File: config.mk
export PLATFORM = sky130hd
export DESIGN_NAME = greedy_line_breaker_unit
export DESIGN_NICKNAME = d
export VERILOG_FILES = /design/src/glb_pkg.sv /design/src/greedy_line_breaker_unit.sv /design/src/glb_in_stage.sv /design/src/glb_core.sv /design/src/glb_out_stage.sv
export SDC_FILE = /design/constraint.sdc
export NUM_CORES = 1
export LEC_CHECK = 0
export BUFFER_PORTS_ARGS = -buffer_cell sky130_fd_sc_hd__buf_2
export CAP_MARGIN = 20
export CORE_MARGIN = 2
export CORE_UTILIZATION = 44
export DETAILED_ROUTE_END_ITERATION = 10
export SKIP_LAST_GASP = 1
export SLEW_MARGIN = 0
export SYNTH_ARGS = -nofsm -noshare
export SYNTH_HDL_FRONTEND = slang
export SYNTH_HIERARCHICAL = 1
export SYNTH_SLANG_ARGS = --single-unit
export TNS_END_PERCENT = 10
File: constraint.sdc
create_clock -name clk -period 6.85 [get_ports clk]
set_input_delay 0.685 -clock clk [delete_from_list [all_inputs] [get_ports clk]]
set_output_delay 0.685 -clock clk [all_outputs]
set_load 0.01 [all_outputs]
File: src/glb_pkg.sv
// Shared types and constants for the greedy line breaker.
// Used by every module in src; has no dependencies of its own.
`default_nettype none

package glb_pkg;

    localparam int CLS_W       = 3;
    localparam int GLYPH_W     = 8;
    localparam int OFFSET_BITS = 16;
    localparam int PIX_W       = 16;
    localparam int SUM_W       = PIX_W + 1;

    localparam logic [PIX_W-1:0] AVAIL_RESET = PIX_W'(320);
    localparam logic [PIX_W-1:0] PIX_MAX     = {PIX_W{1'b1}};

    typedef enum logic [CLS_W-1:0] {
        CLS_ORDINARY = 3'd0,
        CLS_SPACE    = 3'd1,
        CLS_HYPHEN   = 3'd2,
        CLS_NEWLINE  = 3'd3,
        CLS_CR       = 3'd4,
        CLS_END      = 3'd5
    } char_class_t;

    typedef struct packed {
        logic [CLS_W-1:0]       cls;
        logic [GLYPH_W-1:0]     glyph;
        logic [OFFSET_BITS-1:0] offset;
    } item_t;

    typedef struct packed {
        logic [OFFSET_BITS-1:0] start;
        logic [OFFSET_BITS-1:0] length;
        logic [PIX_W-1:0]       pixels;
    } line_t;

    typedef struct packed {
        logic [OFFSET_BITS-1:0] line_start;
        logic [PIX_W-1:0]       line_width;
        logic [OFFSET_BITS-1:0] brk_pos;
        logic [GLYPH_W-1:0]     brk_glyph;
        logic [PIX_W-1:0]       brk_width;
        logic                   brk_skipped;
    } line_state_t;

    // Handshake between the item stage, the core and the result stage.
    typedef struct packed {
        logic item_vld;
        logic emit;
        logic adv;
    } pipe_ctrl_t;

endpackage

`default_nettype wire

File: src/greedy_line_breaker_unit.sv
// Top level of the greedy line breaker: input stage, core and result stage.
// Depends on glb_pkg, glb_in_stage, glb_core and glb_out_stage.
//
// Usage:
// - Input channel (in_valid / in_stall) carries one classified codepoint per
//   transfer: char_class, glyph_width and byte_offset.
// - Output channel (out_valid / out_stall) carries one emitted line per
//   transfer: line_start, line_length and line_pixels. Most codepoints emit
//   nothing; newline always emits, end of text emits a non-empty last line.
// - cfg_write with cfg_data sets the available line width in pixels. Write it
//   only while no codepoint is in flight.
// - A line passes the input register and then the result register, where
//   out_valid rises; a stalled result can hold it back. One codepoint is taken
//   every cycle while in_stall is low; the line state updates straight from the
//   input register, so back-to-back items need no bubbles.
// - A stalled result stays in the result register. Items that emit nothing
//   keep flowing behind it; the first item that would emit waits in the input
//   register, and in_stall rises until the result is taken.
// - Reset clears the line state and both stages and sets the available width
//   to 320 pixels.
`default_nettype none

module greedy_line_breaker_unit (
    input  wire logic                              clk,
    input  wire logic                              rst_n,
    input  wire logic                              cfg_write,
    input  wire logic [glb_pkg::PIX_W-1:0]         cfg_data,
    input  wire logic                              in_valid,
    output logic                                   in_stall,
    input  wire logic [glb_pkg::CLS_W-1:0]         char_class,
    input  wire logic [glb_pkg::GLYPH_W-1:0]       glyph_width,
    input  wire logic [glb_pkg::OFFSET_BITS-1:0]   byte_offset,
    output logic                                   out_valid,
    input  wire logic                              out_stall,
    output logic [glb_pkg::OFFSET_BITS-1:0]        line_start,
    output logic [glb_pkg::OFFSET_BITS-1:0]        line_length,
    output logic [glb_pkg::PIX_W-1:0]              line_pixels
);

    logic [glb_pkg::PIX_W-1:0] avail_reg;
    logic                      item_vld;
    logic                      adv;
    logic                      emit;
    glb_pkg::item_t            item;
    glb_pkg::line_t            result;
    glb_pkg::pipe_ctrl_t       ctrl;

    always_ff @(posedge clk or negedge rst_n)
    begin
        if (!rst_n)
        begin
            avail_reg <= glb_pkg::AVAIL_RESET;
        end
        else if (cfg_write)
        begin
            avail_reg <= cfg_data;
        end
    end

    glb_in_stage u_in (
        .clk         (clk),
        .rst_n       (rst_n),
        .in_valid    (in_valid),
        .in_stall    (in_stall),
        .char_class  (char_class),
        .glyph_width (glyph_width),
        .byte_offset (byte_offset),
        .adv         (adv),
        .item_vld    (item_vld),
        .item        (item)
    );

    glb_core u_core (
        .clk    (clk),
        .rst_n  (rst_n),
        .avail  (avail_reg),
        .item   (item),
        .adv    (adv),
        .emit   (emit),
        .result (result)
    );

    assign ctrl.item_vld = item_vld;
    assign ctrl.emit     = emit;
    assign ctrl.adv      = adv;

    glb_out_stage u_out (
        .clk         (clk),
        .rst_n       (rst_n),
        .ctrl        (ctrl),
        .result      (result),
        .can_adv     (adv),
        .out_valid   (out_valid),
        .out_stall   (out_stall),
        .line_start  (line_start),
        .line_length (line_length),
        .line_pixels (line_pixels)
    );

    // A line leaving the core must show up on the output in the next cycle.
    a_emit_shows: assert property (@(posedge clk) disable iff (!rst_n)
        adv && emit |=> out_valid)
        else $error("emitted line did not reach the result register");

    // The input side waits only behind a stalled result and an emitting item.
    a_stall_cause: assert property (@(posedge clk) disable iff (!rst_n)
        in_stall |-> (item_vld && out_valid && out_stall && emit))
        else $error("input stalled without a blocked result");

    // Never overwrite a result that the receiver has not taken.
    a_no_overwrite: assert property (@(posedge clk) disable iff (!rst_n)
        adv && emit |-> !(out_valid && out_stall))
        else $error("result register overwritten while stalled");

endmodule

`default_nettype wire

File: src/glb_in_stage.sv
// Input register of the line breaker: captures one codepoint per transfer.
// Depends on glb_pkg for the item type.
`default_nettype none

module glb_in_stage (
    input  wire logic                              clk,
    input  wire logic                              rst_n,
    input  wire logic                              in_valid,
    output logic                                   in_stall,
    input  wire logic [glb_pkg::CLS_W-1:0]         char_class,
    input  wire logic [glb_pkg::GLYPH_W-1:0]       glyph_width,
    input  wire logic [glb_pkg::OFFSET_BITS-1:0]   byte_offset,
    input  wire logic                              adv,
    output logic                                   item_vld,
    output glb_pkg::item_t                         item
);

    logic           vld_reg;
    logic           vld_next;
    logic           accept;
    glb_pkg::item_t item_reg;

    // The held item blocks a new transfer only when it cannot move on.
    assign in_stall = vld_reg & ~adv;
    assign accept   = in_valid & ~in_stall;
    assign vld_next = accept | (vld_reg & ~adv);

    always_ff @(posedge clk or negedge rst_n)
    begin
        if (!rst_n)
        begin
            vld_reg <= 1'b0;
        end
        else
        begin
            vld_reg <= vld_next;
        end
    end

    always_ff @(posedge clk)
    begin
        if (accept)
        begin
            item_reg.cls    <= char_class;
            item_reg.glyph  <= glyph_width;
            item_reg.offset <= byte_offset;
        end
    end

    assign item_vld = vld_reg;
    assign item     = item_reg;

endmodule

`default_nettype wire

File: src/glb_core.sv
// Line state registers and the per-codepoint wrap decision.
// Depends on glb_pkg for types, class codes and widths.
`default_nettype none

module glb_core (
    input  wire logic                        clk,
    input  wire logic                        rst_n,
    input  wire logic [glb_pkg::PIX_W-1:0]   avail,
    input  wire glb_pkg::item_t              item,
    input  wire logic                        adv,
    output logic                             emit,
    output glb_pkg::line_t                   result
);

    glb_pkg::line_state_t st_reg;
    glb_pkg::line_state_t st_next;

    logic [glb_pkg::SUM_W-1:0]       sum;
    logic [glb_pkg::SUM_W-1:0]       cut;
    logic [glb_pkg::SUM_W-1:0]       rest;
    logic [glb_pkg::OFFSET_BITS-1:0] ofs_plus1;
    logic [glb_pkg::OFFSET_BITS-1:0] ofs_len;
    logic [glb_pkg::PIX_W-1:0]       brk_px;
    logic                            fits;
    logic                            has_brk;
    logic                            width_nz;

    assign sum       = {1'b0, st_reg.line_width} + glb_pkg::SUM_W'(item.glyph);
    assign cut       = {1'b0, st_reg.brk_width} + glb_pkg::SUM_W'(st_reg.brk_glyph);
    assign rest      = (sum >= cut) ? (sum - cut) : '0;
    assign fits      = sum <= {1'b0, avail};
    assign has_brk   = st_reg.brk_pos > st_reg.line_start;
    assign width_nz  = st_reg.line_width != '0;
    assign ofs_plus1 = item.offset + glb_pkg::OFFSET_BITS'(1);
    assign ofs_len   = item.offset - st_reg.line_start;
    assign brk_px    = st_reg.brk_skipped ? st_reg.brk_width
                     : st_reg.brk_width + glb_pkg::PIX_W'(st_reg.brk_glyph);

    always_comb
    begin
        st_next       = st_reg;
        emit          = 1'b0;
        result.start  = st_reg.line_start;
        result.length = ofs_len;
        result.pixels = st_reg.line_width;

        case (item.cls) inside
            glb_pkg::CLS_NEWLINE:
            begin
                emit = 1'b1;
                if (!width_nz)
                begin
                    result.length = '0;
                end
                st_next.line_start = ofs_plus1;
                st_next.line_width = '0;
                st_next.brk_pos    = '0;
                st_next.brk_width  = '0;
            end
            glb_pkg::CLS_END:
            begin
                emit    = width_nz;
                st_next = '0;
            end
            glb_pkg::CLS_ORDINARY, glb_pkg::CLS_SPACE, glb_pkg::CLS_HYPHEN:
            begin
                if (!fits)
                begin
                    st_next.brk_pos   = '0;
                    st_next.brk_width = '0;
                    if (item.cls == glb_pkg::CLS_SPACE)
                    begin
                        // A space that overflows ends the line and is dropped.
                        emit               = width_nz;
                        st_next.line_start = ofs_plus1;
                        st_next.line_width = '0;
                    end
                    else if (has_brk)
                    begin
                        // Wrap at the last break; the tail after it moves down.
                        emit          = st_reg.brk_width != '0;
                        result.length = st_reg.brk_pos - st_reg.line_start
                                      + glb_pkg::OFFSET_BITS'(!st_reg.brk_skipped);
                        result.pixels = brk_px;
                        st_next.line_start = st_reg.brk_pos + glb_pkg::OFFSET_BITS'(1);
                        st_next.line_width = rest[glb_pkg::PIX_W] ? glb_pkg::PIX_MAX
                                           : rest[glb_pkg::PIX_W-1:0];
                    end
                    else
                    begin
                        // Hard cut: this glyph opens the next line.
                        emit               = width_nz;
                        st_next.line_start = item.offset;
                        st_next.line_width = glb_pkg::PIX_W'(item.glyph);
                    end
                end
                else if (item.cls != glb_pkg::CLS_ORDINARY && width_nz)
                begin
                    st_next.brk_skipped = item.cls == glb_pkg::CLS_SPACE;
                    st_next.brk_pos     = item.offset;
                    st_next.brk_width   = st_reg.line_width;
                    st_next.brk_glyph   = item.glyph;
                    st_next.line_width  = sum[glb_pkg::PIX_W-1:0];
                end
                else if (item.cls == glb_pkg::CLS_SPACE)
                begin
                    // Leading space: skip it and start the line after it.
                    st_next.brk_skipped = 1'b1;
                    st_next.line_start  = ofs_plus1;
                    st_next.line_width  = '0;
                    st_next.brk_pos     = '0;
                    st_next.brk_width   = '0;
                end
                else
                begin
                    st_next.line_width = sum[glb_pkg::PIX_W-1:0];
                end
            end
            default:
            begin
                st_next = st_reg;
            end
        endcase
    end

    always_ff @(posedge clk or negedge rst_n)
    begin
        if (!rst_n)
        begin
            st_reg <= '0;
        end
        else if (adv)
        begin
            st_reg <= st_next;
        end
    end

endmodule

`default_nettype wire

File: src/glb_out_stage.sv
// Result register of the line breaker: holds one emitted line until taken.
// Depends on glb_pkg for the line type and control struct.
`default_nettype none

module glb_out_stage (
    input  wire logic                               clk,
    input  wire logic                               rst_n,
    input  wire glb_pkg::pipe_ctrl_t                ctrl,
    input  wire glb_pkg::line_t                     result,
    output logic                                    can_adv,
    output logic                                    out_valid,
    input  wire logic                               out_stall,
    output logic [glb_pkg::OFFSET_BITS-1:0]         line_start,
    output logic [glb_pkg::OFFSET_BITS-1:0]         line_length,
    output logic [glb_pkg::PIX_W-1:0]               line_pixels
);

    logic           vld_reg;
    logic           vld_next;
    logic           load;
    glb_pkg::line_t line_reg;

    // An item with no result may pass even while the register is full.
    assign can_adv  = ctrl.item_vld & (~vld_reg | ~out_stall | ~ctrl.emit);
    assign load     = ctrl.adv & ctrl.emit;
    assign vld_next = load | (vld_reg & out_stall);

    always_ff @(posedge clk or negedge rst_n)
    begin
        if (!rst_n)
        begin
            vld_reg <= 1'b0;
        end
        else
        begin
            vld_reg <= vld_next;
        end
    end

    always_ff @(posedge clk)
    begin
        if (load)
        begin
            line_reg <= result;
        end
    end

    assign out_valid   = vld_reg;
    assign line_start  = line_reg.start;
    assign line_length = line_reg.length;
    assign line_pixels = line_reg.pixels;

endmodule

`default_nettype wire
==> results of run 1 <==
[stage by stage]
stage | cells | hold slack, ps | total power, mW
after floorplan | 1324 | 389 | 4.47
after global placement | 1735 | 473 | 5.35
after detailed placement | 1735 | 467 | 5.39
after CTS | 1767 | 94.7 | 6.37
after global routing | 1769 | 96.3 | 6.93
final | 1769 | 100 | 6.41
[worst max-delay path by stage]
stage               cells past startpoint                       endpoint  slack, ps                     startpoint
global route                           22                       in_stall        260        u_in/item[16]$_DFFE_PP_
detailed placement                     24  u_core/st_reg[56]$_DFFE_PN0P_        810        u_in/item[16]$_DFFE_PP_
CTS                                    22                       in_stall        610        u_in/item[16]$_DFFE_PP_
floorplan                              25  u_core/st_reg[48]$_DFFE_PN0P_       1600        u_in/item[16]$_DFFE_PP_
global placement                       24  u_core/st_reg[56]$_DFFE_PN0P_        950  u_core/st_reg[41]$_DFFE_PN0P_
finish                                 22                       in_stall        620        u_in/item[16]$_DFFE_PP_
[per-layer routing]
layer	part of all wire	GRT usage	up-vias
met2	0.46	0.389	311
li1	-	-	4870
met3	0.048	0.0347	43
met5	0	0	-
met4	0.021	0.0737	0
met1	0.47	0.335	4853
[Yosys cell counts, drive strengths merged (10+ instances only)]
master	n	area (um2)
fa	12	240
nand2	157	597
a31oi	13	96.3
a22oi	10	75.1
edfxtp	75	2250
ha	95	1190
a21oi	75	402
nor4	11	68.8
nand4	11	68.8
a221o	11	110
o21a	11	82.6
o21ai	112	576
a21o	23	173
nand2b	10	70.1
clkbuf	28	109
dfrtp	89	2230
a211oi	16	140
or3	14	87.6
inv	94	353
nand3	49	270
xnor2	59	524
buf	45	338
mux2i	23	230
nor2	71	267
xor2	35	307
a311oi	11	96.3
mux2	17	229
and3	20	130
nor2b	14	87.6
nor3	24	120
[worst max-delay path, cell delays in order, from the launching register on]
cell	delay, ps
edfxtp_1	420
ha_1	270
fa_1	440
a211oi_2	310
o21ai_1	140
a22o_1	290
nand2_1	160
nor2_1	80
xor2_1	270
ha_1	300
and4_1	210
nor2b_1	140
and3_1	180
o21ai_0	70
a31oi_1	100
or4_1	670
nand3_4	210
o22ai_1	120
a31oi_1	200
buf_4	190
nand2b_4	160
inv_1	50
buf_2	130
[cell families (layout without fill, tap and decap cells)]
family | after synthesis | after routing | share of synthesized area
adder cells (fa/ha/maj) | 107 | 107 | 0.116
buffers and inverters | 167 | 234 | 0.0647
AO/OA/AOI/OAI | 345 | 345 | 0.190
AND/OR/NAND/NOR | 405 | 405 | 0.158
multiplexers | 40 | 40 | 0.0372
flip-flops | 166 | 166 | 0.367
XOR/XNOR | 94 | 94 | 0.0672
[cell type report]
class	count	share of cell area
clock buffer	17	0.0314
sequential	166	0.335
multi-input combinational	991	0.519
inverter	94	0.0260
timing repair buffer	108	0.0440
tap	378	0.0349
clock inverter	15	0.0105
[cells in the final DEF, fill, tap and decap left out, drive strengths merged, types with 17 or more instances in the layout]
| cell type | netlist | layout |
|---|---|---|
| nor2 | 71 | 71 |
| nand3 | 49 | 49 |
| xor2 | 35 | 35 |
| and3 | 20 | 20 |
| clkbuf | 28 | 17 |
| dfrtp | 89 | 89 |
| mux2i | 23 | 23 |
| inv | 94 | 101 |
| mux2 | 17 | 17 |
| nor3 | 24 | 24 |
| edfxtp | 75 | 75 |
| ha | 95 | 95 |
| o21ai | 112 | 112 |
| nand2 | 157 | 157 |
| xnor2 | 59 | 59 |
| a21o | 23 | 23 |
| a21oi | 75 | 75 |
| buf | 45 | 108 |
[report_power, final]
| part | internal, mW | leakage, nW | switching (mW) | total, mW |
|---|---|---|---|---|
| logic | 1.57 | 3.78 | 2.30 | 3.88 |
| clock network | 0.509 | 0.281 | 0.443 | 0.953 |
| registers | 1.31 | 1.84 | 0.274 | 1.58 |
| total | 3.39 | 5.90 | 3.02 | 6.41 |
==> run_results.csv, run 1 <==
group,metric,value,unit
timing,finalSetupViolCount,0,
drt,wirelength,34.2,mm
die,num_rows,61,
finish,nets,1533,
clocking,htreeDepth,4,
setup_path,worstPathArrival,5550,ps
setup_path,rr_worst_depth,24,
clocking,cts_tree,"done",
setup_path,timing.rr.start,"u_in/item[16]$_DFFE_PP_",
timing,fmax,0.160,GHz
setup_path,r2r_slack,790,ps
logic_synthesis,synth_edf_count,75,
clocking,clk_pin_slew,80,ps
die,core-area,0.0277,mm2
drt,ant_nets,0,
timing,relSlewSlack,0.379,
logic_synthesis,synth_cells,1324,
grt,grt_max_degree,76,
grt,grt_pass1_wl,54.0,mm
grt,grt_use_total,0.241,
setup_path,reg2reg_to,"u_core/st_reg[56]$_DFFE_PN0P_",
finish,regArea,0.00453,mm2
placed_design,placedInstanceArea,0.0129,mm2
drt,initialDrtViolationCount,764,
run_status,status,"finished clean",
placed_design,place.detailed.hpwl,25.5,mm
clocking,cts_resized,0,
placed_design,gp_congestion,0.932,
die,dieArea,0.0294,mm2
logic_synthesis,ys.flop_type,"dfrtp_1",
timing,finalWorstSetupSlack,617,ps
logic_synthesis,yosysSeqAreaShare,0.367,
flow_run,drv_cap,0,
pwr,p_leak,5.90,nW
finish,fill_cells,2637,
setup_path,setup.worst_path.start_class,"flop",
clocking,cts.sinks,166,
drt,firstDrtPassIters,5,
timing,hold_viol_final,0,
die,die_h,172,um
placed_design,pre_cts_ws,810,ps
finish,design_area,0.0135,mm2
grt,grt_remaining_overflow,0,
logic_synthesis,ys_seq_elements,166,
setup_path,cp-end-kind,"output port",
timing,fin_crit_sh,0.910,
pwr,ir_drop,0.316,mV
clocking,clockBufferDepth,2,
finish,drive_gt1_frac,0.139,
timing,fin_worst_skew,16.7,ps
finish,largest_reg_flops,57,
clocking,post_cts_buffers,0,
drt,viasPerCell,5.70,
finish,areaGrowthSynthToFinish,9.65,%
drt,wl_per_cell,19.3,um
timing,drv_slew,0,
pwr,powerDensity,473,mW/mm2
logic_synthesis,ys_async_sr_fraction,0.548,
timing,period_needed,6230,ps
logic_synthesis,syn_avg_cell_area,9.33,um2
logic_synthesis,netlist_area,0.0124,mm2
clocking,root_buffer,"clkbuf_16",
clocking,numCtsBuffers,17,
finish,diodes,0,
logic_synthesis,synth.distinct_cells,94,
die,start_util,0.446,
placed_design,portBuffers,97,
setup_path,cp_max_fo,6,
grt,grt_pass1_vias,9673,
clocking,holdBufCountCts,0,
timing,finalSetupTns,0,ps
timing,worst_slew_pin_slew,931,ps
logic_synthesis,syn-num-nets,1479,
clocking,clk_latency,450,ps
die,io_pins,98,
timing,rsz0062_at_grt,"false",
logic_synthesis,yosys_warnings,6,
min_path,hold_path_class,"input port to asynchronous set/reset pin",
setup_path,critPathKind,"flop to output port",
finish,multi_input_area,0.00703,mm2
grt,antenna_found_initial,1,
finish,final_util,0.489,
drt,vias,10100,
drt,drc,0,
die,die_x,172,um
setup_path,crit_required,6160,ps
Note: power is estimated with default switching activity, not from simulation.
==> run 2: changes to the inputs <==
Settings changed: PLACE_DENSITY from default to 0.64.
==> run 2 against run 1 <==
Utilization is 0.20 points higher. Design area rose by 0.42%. Non-clock buffer count is 2 higher. Wire length shrank 1.7%. Sequential share of layout area is 0.14 points lower. Critical endpoint unchanged. Highest routed layer unchanged.
==> run_results.csv, run 2 (synthesis gave the netlist of run 1 again) <==
group,metric,value,unit
finish,areaGrowthSynthToFinish,10.1,%
pwr,ir_drop,0.268,mV
timing,period_needed,6440,ps
finish,diodes,0,
finish,final_cell_mix,"156 x nand2_1, 96 x buf_2, 95 x ha_1",
die,io_pins,98,
finish,final_common_cell,"nand2_1",
finish,largest_reg_flops,57,
setup_path,timing.rr.start,"u_in/item[16]$_DFFE_PP_",
pwr,powerDensity,473,mW/mm2
timing,hold_ws,105,ps
timing,finalSetupTns,0,ps
clocking,clk_pin_slew,70,ps
setup_path,r2r_slack,530,ps
clocking,numCtsBuffers,17,
finish,drive_gt1_frac,0.139,
grt,grt_remaining_overflow,0,
grt,grt_pass1_wl,52.6,mm
setup_path,reg2reg_to,"u_core/st_reg[48]$_DFFE_PN0P_",
clocking,htreeDepth,4,
finish,design_area,0.0136,mm2
timing,finalSetupViolCount,0,
finish,nets,1535,
placed_design,place.detailed.hpwl,25.0,mm
timing,fin_crit_sh,0.941,
placed_design,placedInstanceArea,0.0130,mm2
timing,hold_viol_final,0,
clocking,clk_latency,440,ps
grt,antenna_found_initial,0,
drt,initialDrtViolationCount,758,
timing,worst_slew_pin_slew,955,ps
clocking,holdBufCountCts,0,
drt,drc,0,
drt,vias,10100,
die,num_rows,61,
die,start_util,0.446,
timing,rsz0062_at_grt,"false",
die,die_h,172,um
timing,relSlewSlack,0.363,
grt,grt_pass1_vias,9637,
grt,grt_max_degree,75,
timing,fin_worst_skew,12.5,ps
clocking,cts.sinks,166,
finish,final_util,0.491,
timing,fmax,0.155,GHz
grt,grt_use_total,0.234,
clocking,clockBufferDepth,2,
setup_path,critPathKind,"flop to output port",
flow_run,drv_cap,0,
clocking,root_buffer,"clkbuf_16",
die,die_x,172,um
drt,viasPerCell,5.73,
drt,wirelength,33.6,mm
drt,ant_nets,0,
placed_design,portBuffers,97,
setup_path,cp_max_fo,6,
min_path,hold_path_class,"input port to asynchronous set/reset pin",
setup_path,worstPathArrival,5760,ps
pwr,p_leak,5.92,nW
timing,drv_slew,0,
setup_path,setup.worst_path.start_class,"flop",
setup_path,crit_required,6160,ps
finish,fill_cells,2610,
drt,firstDrtPassIters,6,
clocking,post_cts_buffers,0,
setup_path,cp-end-kind,"output port",
clocking,cts_tree,"done",
drt,wl_per_cell,19.0,um
setup_path,rr_worst_depth,24,
run_status,status,"finished clean",
clocking,cts_resized,0,
die,core-area,0.0277,mm2
placed_design,gp_congestion,0.930,
die,dieArea,0.0294,mm2
-- run 2: worst max-delay path, stage by stage, from the launching register on --
cell and delay (ps):
edfxtp_1 420, ha_1 270, fa_1 440, a211oi_2 280, o21ai_1 140, a22o_1 290
nand2_1 160, nor2_1 80, xor2_1 260, ha_1 300, and4_1 210, nor2b_1 150
and3_1 180, o21ai_0 80, a31oi_1 100, or4_1 670, nand3_4 200, o22ai_1 120
a31oi_1 510, nand2b_4 280, inv_1 40, buf_2 130
-- run 2: layer usage --
layer	wire length [um]	up-vias	share of wire	track usage
li1	-	4871	-	-
met1	14800	4918	0.44	0.308
met2	16000	297	0.48	0.388
met3	1790	61	0.053	0.0352
met4	977	0	0.029	0.0895
met5	0	-	0	0
-- run 2: cell type report --
| cell class | count | area (um2) | share of cell area |
|---|---|---|---|
| multi-input cells | 991 | 7030 | 0.517 |
| flip-flops and latches | 166 | 4530 | 0.333 |
| clock inverters | 15 | 176 | 0.0130 |
| inverters | 94 | 353 | 0.0259 |
| clock buffers | 17 | 425 | 0.0313 |
| well taps | 378 | 473 | 0.0348 |
| repair buffers | 110 | 618 | 0.0454 |
-- run 2: worst max path at each step --
stage	cells after the start	end	startpoint
after floorplan	25	u_core/st_reg[48]$_DFFE_PN0P_	u_in/item[16]$_DFFE_PP_
after global placement	24	u_core/st_reg[48]$_DFFE_PN0P_	u_in/item[16]$_DFFE_PP_
after detailed placement	24	u_core/st_reg[48]$_DFFE_PN0P_	u_in/item[16]$_DFFE_PP_
after CTS	21	in_stall	u_in/item[16]$_DFFE_PP_
after global routing	21	in_stall	u_in/item[16]$_DFFE_PP_
final	21	in_stall	u_in/item[16]$_DFFE_PP_
-- run 2: stage by stage --
stage | std cells | setup slack (ps) | power [mW]
final | 1771 | 407 | 6.44
after global routing | 1771 | 46.4 | 6.95
after CTS | 1769 | 437 | 6.39
after detailed placement | 1737 | 662 | 5.34
after global placement | 1737 | 870 | 5.30
after floorplan | 1324 | 1600 | 4.47
-- run 2: where the power goes --
part / internal, mW / switching [mW] / total (mW)
Clock: 0.576 / 0.430 / 1.01
Sequential: 1.31 / 0.271 / 1.58
Combinational: 1.57 / 2.28 / 3.86
==> run 3: changes to the inputs <==
Clock period 6.85 ns to 7.7 ns, I/O delays scaled along.
==> run 3 against run 2 <==
Clock power decreased by 9%. Clock skew rose by 2.1 ps. Combinational power down 11%. Design area barely moved. Sequential share of layout area about the same. Via count fell by 0.60%. Wire length up 0.41%. Utilization is essentially flat. Sequential power down 11%. Worst setup slack gained 680 ps. Hold slack better by 80 ps. Die area stayed put. Critical path type unchanged. Critical endpoint unchanged. Largest cell class unchanged.
==> run_results.csv, run 3 (synthesis gave the netlist of run 1 again) <==
group,metric,value,unit
timing,relSlewSlack,0.332,
flow_run,drv_cap,0,
pwr,powerDensity,423,mW/mm2
grt,grt_max_degree,76,
pwr,ir_drop,0.354,mV
pwr,finalPower,5.75,mW
finish,final_common_cell,"nand2_1",
timing,fin_worst_skew,14.6,ps
clocking,clk_pin_slew,70,ps
grt,grt_pass1_wl,52.3,mm
finish,drive_gt1_frac,0.135,
clocking,clockBufferDepth,2,
die,io_pins,98,
setup_path,crit_required,6930,ps
finish,diodes,0,
timing,hold_viol_final,0,
die,die_h,172,um
drt,drc,0,
setup_path,setup.worst_path.start_class,"flop",
timing,fin_crit_sh,0.858,
grt,grt_remaining_overflow,0,
clocking,clk_latency,440,ps
setup_path,worstPathArrival,5840,ps
grt,grt_pass1_vias,9630,
timing,finalSetupViolCount,0,
clocking,cts_tree,"done",
timing,rsz0062_at_grt,"false",
finish,final_cell_mix,"156 x nand2_1, 96 x buf_2, 95 x ha_1",
clocking,cts_resized,0,
clocking,root_buffer,"clkbuf_16",
min_path,hold_path_class,"input port to asynchronous set/reset pin",
drt,initialDrtViolationCount,706,
setup_path,critPathKind,"flop to output port",
timing,period_needed,6610,ps
finish,nets,1532,
timing,drv_slew,0,
finish,areaGrowthSynthToFinish,10.1,%
timing,fmax,0.151,GHz
die,dieArea,0.0294,mm2
drt,wirelength,33.7,mm
die,num_rows,61,
clocking,holdBufCountCts,0,
setup_path,cp-end-kind,"output port",
clocking,cts.sinks,166,
placed_design,gp_congestion,0.899,
drt,firstDrtPassIters,5,
die,core-area,0.0277,mm2
drt,wl_per_cell,19.1,um
grt,grt_use_total,0.234,
die,die_x,172,um
clocking,post_cts_buffers,0,
drt,ant_nets,0,
timing,worst_slew_pin_slew,1000,ps
clocking,htreeDepth,4,
finish,largest_reg_flops,57,
pwr,p_leak,5.91,nW
timing,finalSetupTns,0,ps
die,start_util,0.446,
setup_path,cp_max_fo,6,
placed_design,place.detailed.hpwl,25.0,mm
drt,vias,10100,
drt,viasPerCell,5.70,
clocking,numCtsBuffers,17,
placed_design,portBuffers,97,
run_status,status,"finished clean",
grt,antenna_found_initial,0,
-- run 3: layout make-up --
cell class,instances,area (um2)
Inverter,94,353
Fill cell,2639,14100
Clock buffer,19,433
Tap cell,378,473
Timing Repair Buffer,107,603
Clock inverter,13,181
Sequential cell,166,4530
Multi-Input combinational cell,991,7030
-- run 3: through the flow --
step / instances / hold WS, ps / cell area [um2] / worst slack (ps) / utilization
floorplan: 1324 / 473 / 12400 / 2450 / -
global placement: 1734 / 458 / 12900 / 1530 / 0.467
detailed placement: 1734 / 446 / 12900 / 1330 / 0.467
CTS: 1766 / 169 / 13500 / 1090 / 0.489
global route: 1768 / 179 / 13600 / 736 / 0.491
finish: 1768 / 185 / 13600 / 1090 / 0.491
-- run 3: worst paths after layout --
path	startpoint	to	slack [ps]	cells past startpoint
max	u_in/item[16]$_DFFE_PP_	in_stall	1090	21
min	rst_n	avail_reg[11]$_DFFE_PN0P_	190	1
max reg2reg	u_in/item[16]$_DFFE_PP_	u_core/st_reg[56]$_DFFE_PN0P_	1270	24
min reg2reg	u_core/result[36]$_DFFE_PN0P_	u_out/line_start[4]$_DFFE_PP_	460	0
max in group asynchronous	rst_n	u_core/st_reg[34]$_DFFE_PN0P_	6680	3
min in group clk	u_core/result[36]$_DFFE_PN0P_	u_out/line_start[4]$_DFFE_PP_	460	0
-- run 3: per-layer routing --
layer | up-vias | part of all wire | wire (um) | global-route usage
met4 | 0 | 0.029 | 987 | 0.0936
met1 | 4860 | 0.45 | 15200 | 0.303
met5 | - | 0 | 0 | 0
li1 | 4856 | - | - | -
met3 | 63 | 0.048 | 1610 | 0.0400
met2 | 307 | 0.47 | 16000 | 0.388
-- run 3: critical path, stage by stage, from the launching register on --
cell and delay [ps]:
edfxtp_1 420, ha_1 270, fa_1 440, a211oi_2 290, o21ai_1 140, a22o_1 280, nand2_1 160, nor2_1 80
xor2_1 270, ha_1 300, and4_1 210, nor2b_1 140, and3_1 180, o21ai_0 80, a31oi_1 100, or4_1 680
nand3_4 210, o22ai_1 120, a31oi_1 550, nand2b_4 310, inv_1 40, buf_2 130
-- run 3: where the power goes --
group | switching (mW) | internal (mW)
registers | 0.252 | 1.16
logic | 2.02 | 1.40
clock network | 0.377 | 0.542
